$ cat src/hdl/tle_pkg.sv
// Package for the terminal line editor: command, result and state types,
// register indexes and reset values. No dependencies.
package tle_pkg;

	localparam int LINE_DEPTH_DEF = 64;

	localparam int CFG_IDX_W  = 3;
	localparam int CFG_DATA_W = 8;
	localparam int LEN_W      = 7;

	localparam logic [CFG_IDX_W-1:0] CFG_LINE_LENGTH = 3'd0;
	localparam logic [CFG_IDX_W-1:0] CFG_ERASE_CHAR  = 3'd1;
	localparam logic [CFG_IDX_W-1:0] CFG_WERASE_CHAR = 3'd2;
	localparam logic [CFG_IDX_W-1:0] CFG_KILL_CHAR   = 3'd3;
	localparam logic [CFG_IDX_W-1:0] CFG_EOF_CHAR    = 3'd4;

	localparam logic [LEN_W-1:0] RST_LINE_LENGTH = 7'd40;
	localparam logic [7:0]       RST_ERASE_CHAR  = 8'd127;
	localparam logic [7:0]       RST_WERASE_CHAR = 8'd23;
	localparam logic [7:0]       RST_KILL_CHAR   = 8'd21;
	localparam logic [7:0]       RST_EOF_CHAR    = 8'd4;

	localparam logic [7:0] SPACE_BYTE = 8'h20;

	typedef enum logic [1:0] {
		ACT_ECHO    = 2'd0,
		ACT_ERASE   = 2'd1,
		ACT_ECHO_NL = 2'd2,
		ACT_END     = 2'd3
	} action_t;

	typedef enum logic [2:0] {
		CMD_STORE,
		CMD_WERASE,
		CMD_KILL,
		CMD_ERASE,
		CMD_EOF
	} cmd_op_t;

	typedef struct packed {
		cmd_op_t    op;
		logic [7:0] data;
	} cmd_t;

	typedef struct packed {
		action_t    action;
		logic [7:0] echo_char;
		logic       last;
	} result_t;

	typedef enum logic [1:0] {
		ST_IDLE,
		ST_KILL,
		ST_WORD
	} back_state_t;

	typedef enum logic [1:0] {
		PH_TRAIL,
		PH_WORD,
		PH_LEAD
	} word_phase_t;

	typedef struct packed {
		logic  valid;
		cmd_t  cmd;
	} cmd_chan_t;

endpackage

$ cat src/hdl/terminal_line_editor.sv
// Top level of the terminal line editor: configuration registers, front end,
// back end and result queue. Depends on tle_pkg, tle_front, tle_back, tle_fifo.
//
// Typed bytes enter through a queue-like port: a request is taken when push is
// high and full is low. Results leave the same way: while empty is low the
// oldest result sits on action, echo_char and last, and it is taken when pop
// is high. Each result is one terminal action; last marks the final result of
// an input byte, and bytes that cause nothing (erase on an empty line, end of
// file on a non-empty line) give no result at all.
// The front end classifies a byte in the cycle it is taken and parks it in a
// two-entry command queue; the back end executes it against the line store.
// A stored byte, a single erase or an end of file is handled by the back end
// straight from its idle state. A kill gives one erase result per removed
// character, the final one marked last; a word erase walks back over the
// line one character at a time through the one read port of the line store.
// When the receiver stalls, the two-entry result queue fills, the back end
// holds its place, and the command queue then raises full.
// Reset empties both queues, sets the cursor to zero and loads the default
// control bytes; the line store itself is not cleared. Configuration writes
// land at once and must only be made while the block is idle.
module terminal_line_editor import tle_pkg::*; #(
	parameter int LINE_DEPTH = LINE_DEPTH_DEF
) (
	input  logic                  clk,
	input  logic                  arst_n,
	input  logic                  push,
	output logic                  full,
	input  logic [7:0]            in_byte,
	output logic                  empty,
	input  logic                  pop,
	output logic [1:0]            action,
	output logic [7:0]            echo_char,
	output logic                  last,
	input  logic                  cfg_we,
	input  logic [CFG_IDX_W-1:0]  cfg_addr,
	input  logic [CFG_DATA_W-1:0] cfg_wdata
);

	logic [LEN_W-1:0] line_length_q;
	logic [7:0]       erase_char_q;
	logic [7:0]       werase_char_q;
	logic [7:0]       kill_char_q;
	logic [7:0]       eof_char_q;

	cmd_chan_t cmd_chan;
	logic      cmd_pop;
	logic      res_push;
	result_t   res;
	logic      res_full;
	result_t   res_out;
	logic      res_valid;

	// Configuration registers; unknown indexes are dropped.
	always_ff @(posedge clk or negedge arst_n) begin
		if (!arst_n) begin
			line_length_q <= RST_LINE_LENGTH;
			erase_char_q  <= RST_ERASE_CHAR;
			werase_char_q <= RST_WERASE_CHAR;
			kill_char_q   <= RST_KILL_CHAR;
			eof_char_q    <= RST_EOF_CHAR;
		end else if (cfg_we) begin
			unique case (cfg_addr)
				CFG_LINE_LENGTH: line_length_q <= cfg_wdata[LEN_W-1:0];
				CFG_ERASE_CHAR:  erase_char_q  <= cfg_wdata;
				CFG_WERASE_CHAR: werase_char_q <= cfg_wdata;
				CFG_KILL_CHAR:   kill_char_q   <= cfg_wdata;
				CFG_EOF_CHAR:    eof_char_q    <= cfg_wdata;
				default: begin
				end
			endcase
		end
	end

	tle_front u_front (
		.clk            (clk),
		.arst_n         (arst_n),
		.push           (push),
		.in_byte        (in_byte),
		.full           (full),
		.erase_char     (erase_char_q),
		.word_erase_char(werase_char_q),
		.kill_char      (kill_char_q),
		.eof_char       (eof_char_q),
		.cmd_chan       (cmd_chan),
		.cmd_pop        (cmd_pop)
	);

	tle_back #(
		.LINE_DEPTH(LINE_DEPTH)
	) u_back (
		.clk        (clk),
		.arst_n     (arst_n),
		.line_length(line_length_q),
		.cmd_chan   (cmd_chan),
		.cmd_pop    (cmd_pop),
		.res_push   (res_push),
		.res        (res),
		.res_full   (res_full)
	);

	// Result queue decouples the back end from a stalling receiver.
	tle_fifo #(
		.WIDTH($bits(result_t)),
		.DEPTH(2)
	) u_res_fifo (
		.clk    (clk),
		.arst_n (arst_n),
		.wr_en  (res_push),
		.wr_data(res),
		.full   (res_full),
		.rd_en  (pop),
		.rd_data(res_out),
		.valid  (res_valid)
	);

	assign empty     = !res_valid;
	assign action    = res_out.action;
	assign echo_char = res_out.echo_char;
	assign last      = res_out.last;

	// The back end must never push into a full result queue.
	assert property (@(posedge clk) disable iff (!arst_n) res_push |-> !res_full)
		else $error("result pushed into a full queue");

	// Commands are only taken when one is waiting.
	assert property (@(posedge clk) disable iff (!arst_n) cmd_pop |-> cmd_chan.valid)
		else $error("command popped from an empty queue");

	// An end of file result always closes its request.
	assert property (@(posedge clk) disable iff (!arst_n)
		(res_push && res.action == ACT_END) |-> res.last)
		else $error("end result not marked last");

endmodule

$ cat src/hdl/tle_ram.sv
// Generic single-port-write, single-port-read RAM with registered read.
// A read of the address being written returns the new data. No dependencies.
module tle_ram #(
	parameter int WIDTH = 8,
	parameter int DEPTH = 64
) (
	input  logic                     clk,
	input  logic                     we,
	input  logic [$clog2(DEPTH)-1:0] waddr,
	input  logic [WIDTH-1:0]         wdata,
	input  logic [$clog2(DEPTH)-1:0] raddr,
	output logic [WIDTH-1:0]         rdata
);

	logic [WIDTH-1:0] mem_q [DEPTH];
	logic [WIDTH-1:0] rdata_q;

	always_ff @(posedge clk) begin
		if (we) begin
			mem_q[waddr] <= wdata;
		end
		if (we && (waddr == raddr)) begin
			rdata_q <= wdata;
		end else begin
			rdata_q <= mem_q[raddr];
		end
	end

	assign rdata = rdata_q;

endmodule

$ cat src/hdl/tle_fifo.sv
// Small synchronous FIFO in flip-flops used for the command and result queues.
// DEPTH must be a power of two. No dependencies.
module tle_fifo #(
	parameter int WIDTH = 8,
	parameter int DEPTH = 2
) (
	input  logic             clk,
	input  logic             arst_n,
	input  logic             wr_en,
	input  logic [WIDTH-1:0] wr_data,
	output logic             full,
	input  logic             rd_en,
	output logic [WIDTH-1:0] rd_data,
	output logic             valid
);

	localparam int PW = $clog2(DEPTH);
	localparam int CNTW = $clog2(DEPTH + 1);

	logic [WIDTH-1:0] mem_q [DEPTH];
	logic [PW-1:0]    wr_ptr_q;
	logic [PW-1:0]    rd_ptr_q;
	logic [CNTW-1:0]  count_q;
	logic             do_wr;
	logic             do_rd;

	assign full    = (count_q == CNTW'(DEPTH));
	assign valid   = (count_q != '0);
	assign do_wr   = wr_en && !full;
	assign do_rd   = rd_en && valid;
	assign rd_data = mem_q[rd_ptr_q];

	always_ff @(posedge clk) begin
		if (do_wr) begin
			mem_q[wr_ptr_q] <= wr_data;
		end
	end

	always_ff @(posedge clk or negedge arst_n) begin
		if (!arst_n) begin
			wr_ptr_q <= '0;
			rd_ptr_q <= '0;
			count_q  <= '0;
		end else begin
			if (do_wr) begin
				wr_ptr_q <= wr_ptr_q + PW'(1);
			end
			if (do_rd) begin
				rd_ptr_q <= rd_ptr_q + PW'(1);
			end
			if (do_wr && !do_rd) begin
				count_q <= count_q + CNTW'(1);
			end else if (do_rd && !do_wr) begin
				count_q <= count_q - CNTW'(1);
			end
		end
	end

endmodule

$ cat src/hdl/tle_front.sv
// Front end of the line editor: classifies each typed byte against the control
// bytes and queues the resulting command. Depends on tle_pkg and tle_fifo.
module tle_front import tle_pkg::*; (
	input  logic       clk,
	input  logic       arst_n,
	input  logic       push,
	input  logic [7:0] in_byte,
	output logic       full,
	input  logic [7:0] erase_char,
	input  logic [7:0] word_erase_char,
	input  logic [7:0] kill_char,
	input  logic [7:0] eof_char,
	output cmd_chan_t  cmd_chan,
	input  logic       cmd_pop
);

	cmd_t cmd_in;
	cmd_t cmd_out;
	logic cmd_valid;

	// The first matching control byte wins.
	always_comb begin
		cmd_in.data = in_byte;
		priority if (in_byte == word_erase_char) begin
			cmd_in.op = CMD_WERASE;
		end else if (in_byte == kill_char) begin
			cmd_in.op = CMD_KILL;
		end else if (in_byte == erase_char) begin
			cmd_in.op = CMD_ERASE;
		end else if (in_byte == eof_char) begin
			cmd_in.op = CMD_EOF;
		end else begin
			cmd_in.op = CMD_STORE;
		end
	end

	tle_fifo #(
		.WIDTH($bits(cmd_t)),
		.DEPTH(2)
	) u_cmd_fifo (
		.clk    (clk),
		.arst_n (arst_n),
		.wr_en  (push),
		.wr_data(cmd_in),
		.full   (full),
		.rd_en  (cmd_pop),
		.rd_data(cmd_out),
		.valid  (cmd_valid)
	);

	assign cmd_chan.valid = cmd_valid;
	assign cmd_chan.cmd   = cmd_out;

endmodule

$ cat src/hdl/tle_back.sv
// Back end of the line editor: owns the line store and cursor, carries out
// queued commands and emits results. Depends on tle_pkg and tle_ram.
module tle_back import tle_pkg::*; #(
	parameter int LINE_DEPTH = LINE_DEPTH_DEF
) (
	input  logic             clk,
	input  logic             arst_n,
	input  logic [LEN_W-1:0] line_length,
	input  cmd_chan_t        cmd_chan,
	output logic             cmd_pop,
	output logic             res_push,
	output result_t          res,
	input  logic             res_full
);

	localparam int CW = $clog2(LINE_DEPTH);
	localparam int LW = ($clog2(LINE_DEPTH + 1) > LEN_W) ? $clog2(LINE_DEPTH + 1) : LEN_W;

	back_state_t state_q, state_d;
	word_phase_t phase_q, phase_d;
	logic        pend_q, pend_d;
	logic [CW-1:0] cursor_q, cursor_d;

	logic [LW-1:0] len_raw;
	logic [LW-1:0] len_eff;
	logic [CW:0]   cur_inc;
	logic          wrap;
	logic          cur_zero;
	logic          cur_one;
	logic          ram_we;
	logic [CW-1:0] raddr;
	logic [7:0]    rd_byte;
	logic          is_space;
	logic          take;

	// Zero acts as one, anything above the store depth acts as the depth.
	assign len_raw = LW'(line_length);
	always_comb begin
		if (len_raw == '0) begin
			len_eff = LW'(1);
		end else if (len_raw > LW'(LINE_DEPTH)) begin
			len_eff = LW'(LINE_DEPTH);
		end else begin
			len_eff = len_raw;
		end
	end

	assign cur_inc  = {1'b0, cursor_q} + (CW + 1)'(1);
	assign wrap     = (LW'(cur_inc) >= len_eff);
	assign cur_zero = (cursor_q == '0);
	assign cur_one  = (cursor_q == CW'(1));
	assign is_space = (rd_byte == SPACE_BYTE);
	assign take     = (phase_q == PH_WORD) ? !is_space : is_space;

	// The read port follows the character left of the next cursor (address zero
	// when that cursor is zero), so the word erase walk sees it in the next cycle with no extra wait.
	assign raddr = (cursor_d == '0) ? '0 : cursor_d - CW'(1);

	tle_ram #(
		.WIDTH(8),
		.DEPTH(LINE_DEPTH)
	) u_line_store (
		.clk  (clk),
		.we   (ram_we),
		.waddr(cursor_q),
		.wdata(cmd_chan.cmd.data),
		.raddr(raddr),
		.rdata(rd_byte)
	);

	always_comb begin
		state_d  = state_q;
		phase_d  = phase_q;
		pend_d   = pend_q;
		cursor_d = cursor_q;
		cmd_pop  = 1'b0;
		res_push = 1'b0;
		ram_we   = 1'b0;
		res.action    = ACT_ERASE;
		res.echo_char = '0;
		res.last      = 1'b1;
		unique case (state_q)
			ST_IDLE: begin
				if (cmd_chan.valid) begin
					unique case (cmd_chan.cmd.op)
						CMD_STORE: begin
							if (!res_full) begin
								cmd_pop       = 1'b1;
								ram_we        = 1'b1;
								res_push      = 1'b1;
								res.action    = wrap ? ACT_ECHO_NL : ACT_ECHO;
								res.echo_char = cmd_chan.cmd.data;
								cursor_d      = wrap ? '0 : cur_inc[CW-1:0];
							end
						end
						CMD_ERASE: begin
							if (cur_zero) begin
								cmd_pop = 1'b1;
							end else if (!res_full) begin
								cmd_pop  = 1'b1;
								res_push = 1'b1;
								cursor_d = cursor_q - CW'(1);
							end
						end
						CMD_EOF: begin
							if (!cur_zero) begin
								cmd_pop = 1'b1;
							end else if (!res_full) begin
								cmd_pop    = 1'b1;
								res_push   = 1'b1;
								res.action = ACT_END;
							end
						end
						CMD_KILL: begin
							cmd_pop = 1'b1;
							if (!cur_zero) begin
								state_d = ST_KILL;
							end
						end
						CMD_WERASE: begin
							cmd_pop = 1'b1;
							if (!cur_zero) begin
								state_d = ST_WORD;
								phase_d = PH_TRAIL;
								pend_d  = 1'b0;
							end
						end
						default: begin
						end
					endcase
				end
			end
			ST_KILL: begin
				if (!res_full) begin
					res_push = 1'b1;
					res.last = cur_one;
					cursor_d = cursor_q - CW'(1);
					if (cur_one) begin
						state_d = ST_IDLE;
					end
				end
			end
			ST_WORD: begin
				// Each removal is reported only when the next one is made, so that the final one
				// can be marked last once the walk stops.
				if (!cur_zero && take) begin
					if (!pend_q) begin
						pend_d   = 1'b1;
						cursor_d = cursor_q - CW'(1);
					end else if (!res_full) begin
						res_push = 1'b1;
						res.last = 1'b0;
						cursor_d = cursor_q - CW'(1);
					end
				end else if (!cur_zero && phase_q != PH_LEAD) begin
					phase_d = (phase_q == PH_TRAIL) ? PH_WORD : PH_LEAD;
				end else if (!res_full) begin
					res_push = 1'b1;
					pend_d   = 1'b0;
					state_d  = ST_IDLE;
				end
			end
			default: begin
				state_d = ST_IDLE;
			end
		endcase
	end

	always_ff @(posedge clk or negedge arst_n) begin
		if (!arst_n) begin
			state_q  <= ST_IDLE;
			phase_q  <= PH_TRAIL;
			pend_q   <= 1'b0;
			cursor_q <= '0;
		end else begin
			state_q  <= state_d;
			phase_q  <= phase_d;
			pend_q   <= pend_d;
			cursor_q <= cursor_d;
		end
	end

endmodule
$ cat config.mk
export PLATFORM = sky130hd
export DESIGN_NAME = terminal_line_editor
export DESIGN_NICKNAME = d
export VERILOG_FILES = /design/src/hdl/tle_pkg.sv /design/src/hdl/terminal_line_editor.sv /design/src/hdl/tle_ram.sv /design/src/hdl/tle_fifo.sv /design/src/hdl/tle_front.sv /design/src/hdl/tle_back.sv
export SDC_FILE = /design/constraint.sdc
export NUM_CORES = 1
export LEC_CHECK = 0
export BUFFER_PORTS_ARGS = -buffer_cell sky130_fd_sc_hd__buf_2
export CAP_MARGIN = 20
export CORE_MARGIN = 2
export CORE_UTILIZATION = 59
export CTS_BUF_LIST = sky130_fd_sc_hd__clkbuf_8
export CTS_CLUSTER_DIAMETER = 120
export CTS_CLUSTER_SIZE = 28
export DETAILED_ROUTE_END_ITERATION = 10
export GPL_TIMING_DRIVEN = 0
export HOLD_SLACK_MARGIN = 0.02
export PLACE_DENSITY = 0.74
export SYNTH_ARGS = -nofsm -noshare
export SYNTH_HDL_FRONTEND = slang
export SYNTH_SLANG_ARGS = --single-unit
$ cat constraint.sdc
create_clock -name clk -period 4.1 [get_ports clk]
set_clock_uncertainty 0.2 [all_clocks]
set_input_delay 0.82 -clock clk [delete_from_list [all_inputs] [get_ports clk]]
set_output_delay 0.82 -clock clk [all_outputs]
set_load 0.1 [all_outputs]
==> results of run 1 <==
critical path: cells and delay by family (launching register included):
| kind | cells | cell delay [ns] |
|---|---|---|
| AOI/OAI and AO/OA | 8 | 1.52 |
| xor gates and xnor gates | 1 | 0.16 |
| adders and majority gates | 1 | 0.15 |
| buffers and inverters | 8 | 1.13 |
| DFF | 1 | 0.40 |
| and+or+nand+nor | 3 | 0.77 |
worst paths after layout:
path	start	end	slack, ns	cells after the start
min in group asynchronous	arst_n	werase_char_q[7]	0.44	2
min	cfg_wdata[7]	erase_char_q[7]	0.21	2
min reg2reg	u_front.u_cmd_fifo.count_q[1]	u_front.u_cmd_fifo.count_q[1]	0.29	1
max reg2reg	flip-flop	flip-flop	-0.31	21
max in group asynchronous	arst_n	eof_char_q[2]	2.61	3
max	flip-flop	flip-flop	-0.31	21
cells by family (layout without fill, tap and decap cells):
logic type / Yosys count / after routing / share of synthesized area
AO/OA/AOI/OAI: 232 / 232 / 0.06730
adder cells (fa/ha/maj): 17 / 17 / 0.008733
multiplexers: 75 / 75 / 0.03909
AND/OR/NAND/NOR: 471 / 472 / 0.09812
other: 0 / 1 / 0
buffers and inverters: 90 / 216 / 0.01721
XOR/XNOR: 51 / 51 / 0.01865
flip-flops: 620 / 620 / 0.7509
state kept, by name, summed over array words and instances, names as in the netlist, 6 cells and up, named ones only:
name and count:
eof_char_q 8, erase_char_q 8, kill_char_q 8, line_length_q 7, u_back.cursor_q 6, u_back.u_line_store.mem_q 512, u_front.u_cmd_fifo.mem_q 22, u_res_fifo.mem_q 22
werase_char_q 8
layer usage:
layer / share of wire / routed length (um) / GRT usage
met5: 0 / 0 / 0
met3: 0.090 / 5220 / 0.03972
met4: 0.037 / 2162 / 0.1005
met1: 0.39 / 22620 / 0.3579
met2: 0.49 / 28310 / 0.4295
final cells by class:
cell class | count | share of cell area
tap | 532 | 0.02460
inverter | 33 | 0.004949
multi-input combinational | 847 | 0.2310
buffer | 52 | 0.01730
sequential | 620 | 0.6763
timing repair buffer | 94 | 0.02974
antenna | 1 | 0.00009250
clock buffer | 27 | 0.01374
clock inverter | 10 | 0.002359
where the power goes:
part | total (mW) | internal [mW] | switching [mW]
combinational | 7.61 | 2.66 | 4.95
clock | 2.35 | 0.624 | 1.72
sequential | 8.22 | 7.97 | 0.255
cell usage in the layout, fill, tap and decap left out, drive strengths merged, types with 24 or more instances in the layout:
| cell | n |
|---|---|
| nor2 | 167 |
| nor4 | 47 |
| a21oi | 53 |
| o21ai | 37 |
| clkbuf | 53 |
| xnor2 | 36 |
| mux2 | 61 |
| a211oi | 24 |
| inv | 40 |
| edfxtp | 556 |
| nor3 | 54 |
| dfrtp | 41 |
| nand2 | 59 |
| buf | 118 |
through the flow:
step	power, mW	setup TNS, ns	util	setup WS (ns)
CTS	17.18	-0.09071	0.6479	-0.08027
global placement	14.00	-45.88	0.6171	-1.598
global route	18.78	-10.60	0.6625	-0.4051
detailed placement	14.20	-45.02	0.6207	-1.554
floorplan	12.04	0	-	0.05900
finish	18.18	-5.028	0.6626	-0.3065
synthesized netlist by cell type, types with 10 or more instances:
| library cell | number |
|---|---|
| sky130_fd_sc_hd__o21ai_0 | 35 |
| sky130_fd_sc_hd__mux2_2 | 60 |
| sky130_fd_sc_hd__a21oi_1 | 53 |
| sky130_fd_sc_hd__nor3b_1 | 10 |
| sky130_fd_sc_hd__nand3_1 | 23 |
| sky130_fd_sc_hd__edfxtp_1 | 556 |
| sky130_fd_sc_hd__xnor2_1 | 35 |
| sky130_fd_sc_hd__nor2_1 | 167 |
| sky130_fd_sc_hd__nor4b_1 | 17 |
| sky130_fd_sc_hd__nand2_1 | 59 |
| sky130_fd_sc_hd__xor2_1 | 15 |
| sky130_fd_sc_hd__clkbuf_1 | 30 |
| sky130_fd_sc_hd__and2_1 | 10 |
| sky130_fd_sc_hd__or3_1 | 14 |
| sky130_fd_sc_hd__ha_1 | 17 |
| sky130_fd_sc_hd__nor4_1 | 45 |
| sky130_fd_sc_hd__inv_1 | 27 |
| sky130_fd_sc_hd__nand2b_1 | 17 |
| sky130_fd_sc_hd__nand4_1 | 13 |
| sky130_fd_sc_hd__nor2b_1 | 13 |
| sky130_fd_sc_hd__dfrtp_1 | 41 |
| sky130_fd_sc_hd__o211ai_1 | 14 |
| sky130_fd_sc_hd__a211oi_1 | 24 |
| sky130_fd_sc_hd__nor3_1 | 54 |
| sky130_fd_sc_hd__dfstp_2 | 17 |
| sky130_fd_sc_hd__buf_2 | 11 |
| sky130_fd_sc_hd__mux4_2 | 10 |
timing repair:
item | CTS | global route
hold endpoints to repair | 16 | 0
pin swaps | 17 | 46
hold buffers | 1 | 0
gates cloned | 2 | 2
buffers inserted | 23 | 24
setup endpoints to repair | 52 | 129
resized for setup | 125 | 72
==> qor.csv, run 1 <==
stage,metric,value,unit
run_status,result of the run,"finished, violations left",
run_status,violations in the final reports,negative setup slack,
detailed_routing,post-detailed-routing wire length,58320,um
final_layout,"number of standard cells in the layout, taps in and fillers out",2216,
floorplanning,number of cell rows,74,
floorplanning,Vert. Die Dim,207.2,um
final_layout,Layout area overhead,11.08,%
logic_synthesis,#FFs+latches synth,620,
cts,CTS tree,yes,
logic_synthesis,share of Yosys cell area claimed by the top area cell type,0.6855,
timing,number of hold violations in the final report,0,
timing,crit path time final,4.406,ns
global_route,combined global-route utilization of all metal layers,0.2617,
timing,Fmax achieved,226.9,MHz
setup_path,CP Data Required Time,4.52,ns
floorplanning,effective utilization at floorplan,0.5965,
global_route,GRT overflow,0,
setup_path,Setup CP Type,flip-flop to flip-flop,
timing,number of max-slew violations in the final report,0,
final_layout,final net count,1715,
place,RD Place Congestion,0.9403,
logic_synthesis,total of warnings raised by yosys,0,
detailed_routing,number of vias per cell,6.473,
cts,Clock Root Buffer,sky130_fd_sc_hd__clkbuf_8,
final_layout,"Non-Filler Cell Area, Final",27050,um^2
cts,Inserted Clock Buffers,26,
setup_path,peak fanout along the critical path,7,
place,post-placement cell area,25340,um^2
cts,worst skew pair latency,0.68,ns
cts,CTS H-tree lvls,1,
timing,fin crit share,1.075,
final_layout,fill cell total of the finished layout,2776,
final_layout,share of final-layout standard cells stronger than drive strength 1,0.2097,
detailed_routing,residual antenna-violating net count after detailed routing,0,
logic_synthesis,number of enable-type register cells in the synthesized netlist,556,
logic_synthesis,top cells by area in the synthesized netlist,"sky130_fd_sc_hd__edfxtp_1 (69%), sky130_fd_sc_hd__dfrtp_1 (4.2%), sky130_fd_sc_hd__mux2_2 (2.8%)",
global_route,number of antenna violations at the first check in global routing,1,
power_and_ir_drop,maximum ir drop on the vdd rail,0.6772,mV
power_and_ir_drop,power density over the cells,672.0,nW/um^2
global_route,vias in the first global route,14000,
detailed_routing,total DRC errors in the routed layout,0,
timing,Max-Slew Margin vs Limit,0.3152,
logic_synthesis,count of unique library cells instantiated by Yosys,83,
timing,final setup margin,-0.3065,ns
cts,"buffers from clock root to sink, at most",3,
final_layout,Sequential cell area,18300,um^2
logic_synthesis,cell area after synthesis,24360,um^2
logic_synthesis,Post-Syn Nets,1597,
global_route,global-route wire length before repair,84720,um
min_path,class of the tightest hold or removal check,input pin to flip-flop,
logic_synthesis,"Seq/Total Area, Yosys",0.7509,
timing,number of failing setup endpoints in the final timing report,40,
timing,setup repair after global routing missed its margin,yes,
setup_path,largest incremental delay on the critical path,0.40,ns
logic_synthesis,gate count of the mapped netlist,1556,
logic_synthesis,mean post-synth cell area,15.65,um^2
floorplanning,Top Ports,37,
detailed_routing,length of the first detailed-routing pass in iterations,6,
final_layout,area taken by multi-input logic gates,6248,um^2
logic_synthesis,prevailing post-synth register cell,sky130_fd_sc_hd__edfxtp_1,
global_route,pin count of the biggest net entering global routing,66,
logic_synthesis,cell type with the largest total area after synthesis,sky130_fd_sc_hd__edfxtp_1,
logic_synthesis,"FFs w/ async S/R, synth",0.09355,
timing,worst hold slack,0.2097,ns
setup_path,worst path arrival time,4.83,ns
floorplanning,core box area,40830,um^2
setup_path,sort of element at the start of the critical path,flip-flop,
place,Inst Count DP,2130,
setup_path,"Critical Path, Cell by Cell",buf_12 -> buf_16 -> buf_12 -> buf_4 -> nor3_1 -> a211oi_2 -> a2111oi_4 -> o2111ai_1 -> o211ai_1 -> a32oi_2 -> buf_6 -> xnor2_4 -> buf_6 -> buf_6 -> o211ai_1 -> nand2_1 -> inv_2 -> ha_4 -> o21ai_4 -> or3b_1 -> o21ai_1,
setup_path,critical-path cell with the highest stage delay,sky130_fd_sc_hd__dfxtp_4,
cts,CTS clock-pin slew for the worst setup and hold paths,0.16,ns
floorplanning,Total Die Area,42920,um^2
flow_run,number of max-cap violations,0,
detailed_routing,violation count after the first detailed-routing iteration,1710,
setup_path,Critical Path Sink Type,flip-flop,
detailed_routing,routed wire length per instance,26.32,um
timing,slew at the pin with the worst max-slew slack,1.025,ns
place,# port buffers,35,
place,half-perimeter wire length of the detailed placement result,36050,um
setup_path,crit-path most repeated cell,sky130_fd_sc_hd__buf_6,
detailed_routing,overall via count from detail_route,14350,
floorplanning,Horiz. Die Dim,207.2,um
power_and_ir_drop,leakage power,8.680,nW
cts,# clock sinks,620,
No activity file was read; power rests on OpenSTA's default activity.
==> inputs of run 2 (changes only) <==
Settings changed: CORE_ASPECT_RATIO set to 1.2.
==> run 2 against run 1 <==
Effect of this change: wire length fell by 1.2%; power decreased by 2.7%; worst setup slack improved by 0.14 ns; largest cell class unchanged; die area is essentially flat; sequential cell count unchanged; the flow still finishes with violations (negative setup slack); global-route usage rose by 0.60 points.
==> qor.csv, run 2 (synthesis results as in run 1) <==
stage,metric,value,unit,change
detailed_routing,overall via count from detail_route,14240,,-0.72%
setup_path,setup slack of the worst register-to-register path,-0.17,ns,+0.14 ns
setup_path,Setup CP Type,flip-flop to flip-flop,,
timing,setup repair after global routing missed its margin,yes,,
cts,CTS H-tree lvls,1,,unchanged
global_route,global-route wire length before repair,84680,um,about the same
timing,worst hold slack,0.2434,ns,+0.03369 ns
floorplanning,Horiz. Die Dim,189.5,um,-8.5%
place,# port buffers,35,,unchanged
cts,CTS clock-pin slew for the worst setup and hold paths,0.17,ns,about the same
power_and_ir_drop,maximum ir drop on the vdd rail,0.8571,mV,+27%
timing,Max-Slew Margin vs Limit,0.3379,,+0.02272
run_status,result of the run,"finished, violations left",,
timing,number of max-slew violations in the final report,0,,unchanged
final_layout,Largest regs,"u_back.u_line_store.mem_q: 512 flops, u_front.u_cmd_fifo.mem_q: 22 flops, u_res_fifo.mem_q: 22 flops",,
global_route,pin count of the biggest net entering global routing,66,,unchanged
setup_path,peak fanout along the critical path,8,,+1
global_route,vias in the first global route,13840,,-1.1%
detailed_routing,total DRC errors in the routed layout,0,,unchanged
detailed_routing,residual antenna-violating net count after detailed routing,0,,unchanged
min_path,class of the tightest hold or removal check,input pin to flip-flop,,
final_layout,register bank with the most flops,u_back.u_line_store.mem_q,,
timing,number of hold violations in the final report,0,,unchanged
final_layout,final net count,1692,,-1.3%
final_layout,diodes inserted,0,,-1
cts,CTS tree,yes,,
detailed_routing,number of vias per cell,6.444,,-0.46%
detailed_routing,routed wire length per instance,26.07,um,-0.96%
floorplanning,effective utilization at floorplan,0.5978,,+0.001319
power_and_ir_drop,portion of total power attributed to sequential cells,0.466,,+0.014
cts,Inserted Clock Buffers,26,,unchanged
timing,fin crit share,1.041,,-0.03325
timing,crit path time final,4.270,ns,-0.1363 ns
run_status,violations in the final reports,negative setup slack,,
final_layout,fill cell total of the finished layout,2870,,+3.4%
place,Inst Count DP,2136,,+0.28%
timing,number of failing setup endpoints in the final timing report,15,,-63%
setup_path,worst reg2reg path depth,16,,-24%
setup_path,Critical Path Sink Type,flip-flop,,
timing,Fmax achieved,234.2,MHz,+3.2%
detailed_routing,length of the first detailed-routing pass in iterations,6,,unchanged
timing,slew at the pin with the worst max-slew slack,0.9895,ns,-0.03553 ns
final_layout,"flip-flop count of the largest register, all copies and words added",512,,unchanged
setup_path,sort of element at the start of the critical path,flip-flop,,
floorplanning,Total Die Area,42930,um^2,about the same
power_and_ir_drop,leakage power,8.594,nW,-0.99%
final_layout,Layout area overhead,10.02,%,
power_and_ir_drop,Internal Pwr Total,10.90,mW,-3.2%
timing,final setup margin,-0.1701,ns,+0.1363 ns
power_and_ir_drop,power density over the cells,660.1,nW/um^2,-1.8%
cts,Clock Root Buffer,sky130_fd_sc_hd__clkbuf_8,,
cts,worst skew pair latency,0.66,ns,-0.02 ns
global_route,GRT overflow,0,,unchanged
floorplanning,Top Ports,37,,unchanged
global_route,combined global-route utilization of all metal layers,0.2677,,+0.006016
place,half-perimeter wire length of the detailed placement result,36820,um,+2.1%
final_layout,"most common cell after layout, fill and taps aside",sky130_fd_sc_hd__edfxtp_1,,
power_and_ir_drop,Switching Share,0.3841,,+0.003104
final_layout,most used cells in the layout excluding fill and tap cells,"sky130_fd_sc_hd__edfxtp_1 (556), sky130_fd_sc_hd__nor2_1 (145), sky130_fd_sc_hd__nand2_1 (57)",,
detailed_routing,violation count after the first detailed-routing iteration,1736,,+1.5%
cts,"buffers from clock root to sink, at most",3,,unchanged
setup_path,worst path arrival time,4.62,ns,-0.21 ns
floorplanning,number of cell rows,81,,+9.5%
power_and_ir_drop,switching component of the power,6.794,mW,-1.9%
final_layout,"number of standard cells in the layout, taps in and fillers out",2210,,-0.27%
setup_path,CP Data Required Time,4.45,ns,-0.07 ns
global_route,number of antenna violations at the first check in global routing,1,,unchanged
place,RD Place Congestion,0.8791,,-6.5%
floorplanning,core box area,40740,um^2,-0.22%
detailed_routing,post-detailed-routing wire length,57610,um,-1.2%
floorplanning,Vert. Die Dim,226.6,um,+9.4%
cts,# clock sinks,620,,unchanged
flow_run,number of max-cap violations,0,,unchanged
power_and_ir_drop,proportion of power drawn by the clock network,0.135,,+0.006
power_and_ir_drop,Comb power frac,0.399,,-0.019
final_layout,share of final-layout standard cells stronger than drive strength 1,0.2035,,-0.006274
min_path,Min-Delay Path Depth,2,,unchanged
[run 2: routing by layer]
metal / track usage / part of all wire / vias to the layer above
met2: 0.4606 / 0.50 / 733
met5: 0 / 0.00024 / -
li1: - / - / 6222
met4: 0.1030 / 0.042 / 2
met3: 0.02832 / 0.076 / 140
met1: 0.3553 / 0.38 / 7144
[run 2: worst min path at each step]
| stage | start | end | slack (ns) |
|---|---|---|---|
| 6_report | cfg_wdata[7] | kill_char_q[7] | 0.24 |
| 5_1_grt | cfg_wdata[7] | werase_char_q[7] | 0.22 |
| 4_1_cts | cfg_wdata[7] | kill_char_q[7] | 0.20 |
| 3_5_place_dp | u_res_fifo.wr_ptr_q | u_res_fifo.wr_ptr_q | 0.29 |
| 3_3_place_gp | u_res_fifo.wr_ptr_q | u_res_fifo.wr_ptr_q | 0.27 |
| 2_1_floorplan | u_res_fifo.wr_ptr_q | u_res_fifo.wr_ptr_q | 0.26 |
[run 2: cell type report]
class                   instances  area, um^2  share of cell area
well taps                     539       674.4             0.02517
plain buffers                  50       422.9             0.01578
inverters                      33       135.1            0.005043
multi-input cells             847        6241              0.2329
clock buffers                  27       371.6             0.01387
repair buffers                 73       549.3             0.02050
clock inverters                21       105.1            0.003922
flip-flops and latches        620       18300              0.6828
[run 2: worst max-delay path, stage by stage (launching register included)]
cell and delay, ns:
sky130_fd_sc_hd__dfxtp_4 0.44, sky130_fd_sc_hd__buf_12 0.17, sky130_fd_sc_hd__buf_12 0.15, sky130_fd_sc_hd__nor3b_4 0.21, sky130_fd_sc_hd__buf_4 0.14, sky130_fd_sc_hd__o2bb2ai_1 0.07
sky130_fd_sc_hd__o31ai_1 0.28, sky130_fd_sc_hd__nand4_1 0.21, sky130_fd_sc_hd__a211oi_4 0.39, sky130_fd_sc_hd__a32oi_4 0.21, sky130_fd_sc_hd__xnor2_2 0.22, sky130_fd_sc_hd__buf_4 0.17
sky130_fd_sc_hd__o311a_4 0.31, sky130_fd_sc_hd__a311oi_4 0.30, sky130_fd_sc_hd__inv_2 0.12, sky130_fd_sc_hd__nor4_4 0.40, sky130_fd_sc_hd__nor3_2 0.12
[run 2: what timing repair did]
action                                  4_1_cts  5_1_grt
setup buffers                                18       11
endpoints found under the setup margin       81      175
endpoints found under the hold margin        25        0
pin swaps                                    17       32
hold buffers                                  1        0
resized for setup                           123       80
gates cloned                                  0        2
[run 2: power by group through the flow]
| stage | clock network, mW | registers (mW) | logic (mW) |
|---|---|---|---|
| 5_1_grt | 2.57 | 8.28 | 7.44 |
| 3_3_place_gp | 0 | 8.33 | 5.73 |
| 3_5_place_dp | 0 | 8.31 | 5.89 |
| 2_1_floorplan | 0 | 8.24 | 3.80 |
| 4_1_cts | 2.40 | 8.18 | 6.60 |
| 6_report | 2.39 | 8.24 | 7.06 |
[run 2: through the flow]
stage / setup WS (ns) / cell area, um^2 / setup TNS (ns) / utilization / total power, mW
2_1_floorplan: 0.05900 / 24360 / 0 / - / 12.04
3_3_place_gp: -1.856 / 25210 / -57.04 / 0.6187 / 14.06
3_5_place_dp: -1.857 / 25310 / -57.72 / 0.6213 / 14.21
4_1_cts: -0.1914 / 26400 / -0.8761 / 0.6479 / 17.18
5_1_grt: -0.3393 / 26800 / -4.155 / 0.6577 / 18.29
6_report: -0.1701 / 26800 / -0.7774 / 0.6577 / 17.69
